### src/rtl/radix2_complex_fft_top_assert.svh
// Assertion macros for the radix-2 FFT block.
// Included by modules that check their own sequencing; needs clk_i and rst_ni in scope.
`ifndef RADIX2_COMPLEX_FFT_TOP_ASSERT_SVH
`define RADIX2_COMPLEX_FFT_TOP_ASSERT_SVH

// Same-cycle implication, checked while out of reset.
`define RCF_ASSERT_NOW(label, ante, cons, msg) \
  label: assert property (@(posedge clk_i) disable iff (!rst_ni) (ante) |-> (cons)) \
    else $error(msg);

// Next-cycle implication, checked while out of reset.
`define RCF_ASSERT_NEXT(label, ante, cons, msg) \
  label: assert property (@(posedge clk_i) disable iff (!rst_ni) (ante) |=> (cons)) \
    else $error(msg);

`endif

### src/rtl/rcfft_ram.sv
// Generic simple RAM: one write port, two registered read ports.
// No dependencies.
`default_nettype none

module rcfft_ram #(
  parameter int Width = 8,
  parameter int Depth = 16
) (
  input  wire logic                     clk_i,
  input  wire logic                     we_i,
  input  wire logic [$clog2(Depth)-1:0] waddr_i,
  input  wire logic [Width-1:0]         wdata_i,
  input  wire logic [$clog2(Depth)-1:0] raddr_a_i,
  output      logic [Width-1:0]         rdata_a_o,
  input  wire logic [$clog2(Depth)-1:0] raddr_b_i,
  output      logic [Width-1:0]         rdata_b_o
);

  logic [Width-1:0] mem_q [Depth];

  always_ff @(posedge clk_i) begin
    if (we_i) mem_q[waddr_i] <= wdata_i;
    rdata_a_o <= mem_q[raddr_a_i];
    rdata_b_o <= mem_q[raddr_b_i];
  end

endmodule

`default_nettype wire

### config.mk
export PLATFORM = sky130hd
export DESIGN_NAME = rcfft_ram
export DESIGN_NICKNAME = d
export VERILOG_FILES = /design/src/rtl/radix2_complex_fft_top_assert.svh /design/src/rtl/rcfft_ram.sv
export SDC_FILE = /design/constraint.sdc
export NUM_CORES = 1
export LEC_CHECK = 0
export ABC_CLOCK_PERIOD_IN_PS = 3000
export BUFFER_PORTS_ARGS = -buffer_cell sky130_fd_sc_hd__buf_2
export CORE_MARGIN = 10
export CORE_UTILIZATION = 30
export DETAILED_ROUTE_END_ITERATION = 6
export MAX_ROUTING_LAYER = met4
export SYNTH_ARGS = -nofsm -noshare
export SYNTH_HDL_FRONTEND = slang
export SYNTH_SLANG_ARGS = --single-unit
### constraint.sdc
create_clock -name clk_i -period 3 [get_ports clk_i]
set_clock_uncertainty 0.2 [all_clocks]
set_input_delay 0.3 -clock clk_i [delete_from_list [all_inputs] [get_ports clk_i]]
set_output_delay 0.3 -clock clk_i [all_outputs]
set_load 0.03 [all_outputs]
# Yosys cells after proc, flatten, opt, wreduce, memory -nomap -nowiden
# Memory sizes are Yosys's and may differ from the RTL's. A register that Yosys moved wholly into a read port is not among the register bits.
# Cells that the tools add are included.
op_classes:
  muxes: 2
ops:
  columns: ["op", "n"]
  rows:
  - ["$mux W1", 2]
word_totals:
  wordCells: 3
  mem_count: 1
  ram_bits: 128
  ff_bits: 0
  inputBits: 22
  output_inout_bits: 16
mem_list:
  columns: ["name", "words", "width", "rd", "rd_ports_with_merged_regs", "write_ports", "line", "source"]
  rows:
  - ["mem_q", 16, 8, 2, 2, 1, "rcfft_ram.sv:19", "logic [Width-1:0] mem_q [Depth];"]

# Longest topological paths before layout
depth:
  word_depth: 2
  depth_mapped: 5
  ltp_nobuf: 3

# Worst setup path before layout
# OpenSTA, ideal clock, no wires.
synth_path:
  path_kind: "input-to-reg"
  from: "in waddr_i[2]"
  to: "mem mem_q[0][0] (enable)"
  arrival_ns: 1.410
  setup_slack_ns: 1.007
  path_buffers: 0
  stages: 2
  setup_ns: 0.383
  required_time_ns: 2.417
  cell_sequence: "or3b_2 -> nor3_1"
synth_rtl:
  columns: ["item", "line", "source"]
  rows:
  - ["start, declared", "rcfft_ram.sv:11", "input wire logic [$clog2(Depth)-1:0] waddr_i,"]
  - ["end, declared", "rcfft_ram.sv:19", null]
# Straight into the memory's write port.

==> flow_metrics.tcl <==
set metrics [dict create \
    status "finished clean" \
    max-cap-violations 0 \
    combinationalPowerShare_pct 8.6 \
    placed_cells 624 \
    worstPathArrival_ns 1.86 \
    path_buf_inv 2 \
    final_max_slew_viol_count 0 \
    switchingPower_w 0.000975 \
    p_clk_share_pct 40.1 \
    synthAdderAreaFrac_pct 0 \
    first_pass_iters 4 \
    path_clk_slew_ns 0.05 \
    cts_setup_buffers 0 \
    seq_area_frac_synth_pct 65.6 \
    start_util_pct 30.4 \
    cp_max_fo 15 \
    cp-end-kind "flip-flop" \
    ys_ff_latch 144 \
    intPower_w 0.00346 \
    cts_tree "yes" \
    cts_made_buffers 17 \
    synth_edf_count 128 \
    synth-main-ff-cell "edfxtp_1" \
    slew_headroom_pct 62.1 \
    htreeDepth 4 \
    pin_count 38 \
    cp.depth 5 \
    synth_nets 329 \
    place_congestion 0.762 \
    grt_pass1_wl_um 22500 \
    critical_path_class "in -> reg" \
    drive_gt1_share_pct 32.5 \
    antenna_found_initial 1 \
    synthCells 307 \
    drt-total-wl_um 15200 \
    fill_cells 1938 \
    crit_slowest_cell "mux4_1" \
    finalHoldViolCount 0 \
    synth_async_sr_flop_share_pct 0 \
    seqPwrFrac_pct 51.2 \
    cts_resized 0 \
    yosys.area_share.simple_pct 3.43 \
    setup-tns-final_ns 0 \
    layout.nets 390 \
    critPathMaxStageDelay_ns 0.59 \
    gr-total-overflow 0 \
    die-area_um2 27400 \
    syn_area_um2 6350 \
    crit_chain "buf_2 -> buf_12 -> mux4_1 -> a22oi_1 -> nand2_1" \
    clock_latency_ns 0.41 \
    power.leakage_nw 2.54 \
    rows 53 \
    fin_cells 657 \
    root_buffer "clkbuf_16" \
    grt_pass1_vias 3578 \
    yosysTopAreaCell "edfxtp_1" \
    portBuffers 37 \
    coreArea_um2 20900 \
    antenna_left 0 \
    drc 0 \
    worst_hold_path_type "in -> reg" \
    ff2ff_path_depth 3 \
    switching_share_pct 22.0 \
    drt_iter0_drc 357 \
    finalSetupViolations 0 \
    rsz0062_at_grt "no" \
    vias_per_cell 5.12 \
    synthTopCellsByArea "edfxtp_1 61%, mux4_2 12%, mux4_1 12%" \
    synth-compound-area-share_pct 3.79 \
    muxShareOfSynthArea_pct 24.4 \
    grt_max_degree 22 \
    netlist.area_leader.share_pct 60.6 \
    track_usage_pct 11.9 \
    required_ns 3.10 \
    synthesis.area_per_instance_um2 20.7 \
    finalCritPeriodShare_pct 58.7 \
    wl_per_cell_um 23.2 \
    dieWidth_um 165 \
    ir_drop_uv 348 \
    fmax_mhz 568 \
    yosysMostFrequentCell "edfxtp_1" \
    yosysUniqueCellTypes 20 \
    area_delta_synth_final_pct 16.9 \
    die_h_um 165 \
    cts_hold_buf 0 \
    power_density_nw_per_um2 598 \
    critPathTopFamily "buffers and inverters" \
    synth-xor-area-share_pct 0 \
    hold_depth 1 \
    fin_crit_ns 1.76 \
    worstMarginPinSlew_ns 0.569 \
    dp_hpwl_um 9970 \
    clock-sinks 144 \
    synth_warnings 0 \
    synth_top_family_by_area "multiplexers" \
    synthTopCellsByCount "128 x edfxtp_1, 34 x mux4_2, 32 x a22oi_1" \
    vias 3361 \
    cts_buffer_depth 2 \
    crit_path_start_kind "input port" \
]
## flip-flops by register name, summed over array words and instances, names as in the netlist
register and flops:
rdata_b_o 8, mem_q 128, rdata_a_o 8
## cells by family (layout without fill, tap and decap cells)
| group | Yosys count | in the layout |
|---|---|---|
| compound gates | 32 | 32 |
| flops | 144 | 144 |
| other cells | 0 | 1 |
| simple gates | 47 | 47 |
| mux | 64 | 64 |
| buf+inv | 20 | 94 |
## final cells by class
class	instances	area (µm²)	share of cell area, %
Sequential cell	144	4160	56.1
Multi-Input combinational cell	143	2010	27.1
Clock buffer	22	454	6.12
Timing Repair Buffer	62	398	5.36
Tap cell	275	344	4.64
Clock inverter	10	46.3	0.624
Antenna cell	1	2.50	0.0337
## final timing paths
| check | start | endpoint | slack [ns] |
|---|---|---|---|
| setup / recovery | raddr_a_i[0] | rdata_a_o[2]$_DFF_P_ | 1.24 |
| hold / removal | wdata_i[7] | mem_q[2][7]$_DFFE_PP_ | 0.06 |
| setup reg to reg | mem_q[0][4]$_DFFE_PP_ | rdata_a_o[4]$_DFF_P_ | 1.36 |
| hold reg to reg | mem_q[12][3]$_DFFE_PP_ | rdata_a_o[3]$_DFF_P_ | 0.50 |
## layout by cell type (no fill, tap or decap), types with 7 or more instances in the layout
master / n
a22oi_1: 32
nand2_1: 17
buf_4: 23
dfxtp_1: 16
buf_2: 37
clkinv_2: 7
mux4_1: 28
clkbuf_16: 17
mux4_2: 34
nor2_1: 14
edfxtp_1: 128
## power by group through the flow
stage	combinational [W]	clock, W	sequential [W]
after global routing	0.000410	0.00192	0.00228
after floorplan	0.000203	0	0.00235
final	0.000383	0.00178	0.00227
after CTS	0.000388	0.00181	0.00227
after detailed placement	0.000387	0	0.00231
after global placement	0.000382	0	0.00231
## through the flow
| step | utilization (%) | cell area, µm² | setup WS [ns] | total power, W | hold slack, ns |
|---|---|---|---|---|---|
| floorplan | - | 6350 | 1.01 | 0.00256 | 0.199 |
| global placement | 33.1 | 6920 | 0.792 | 0.00269 | 0.473 |
| detailed placement | 33.1 | 6920 | 0.792 | 0.00270 | 0.482 |
| CTS | 35.5 | 7420 | 1.21 | 0.00448 | 0.0448 |
| global route | 35.5 | 7420 | 1.13 | 0.00460 | 0.0540 |
| finish | 35.5 | 7420 | 1.24 | 0.00443 | 0.0587 |
## per-layer routing
| layer | track usage (%) | up-vias | routed length (µm) |
|---|---|---|---|
| met5 | - | - | 0 |
| met4 | 4.23 | 0 | 301 |
| met3 | 3.62 | 19 | 1090 |
| met2 | 17.1 | 124 | 7020 |
| met1 | 15.6 | 1756 | 6830 |
| li1 | - | 1462 | - |
(Power assumes the default switching activity.)
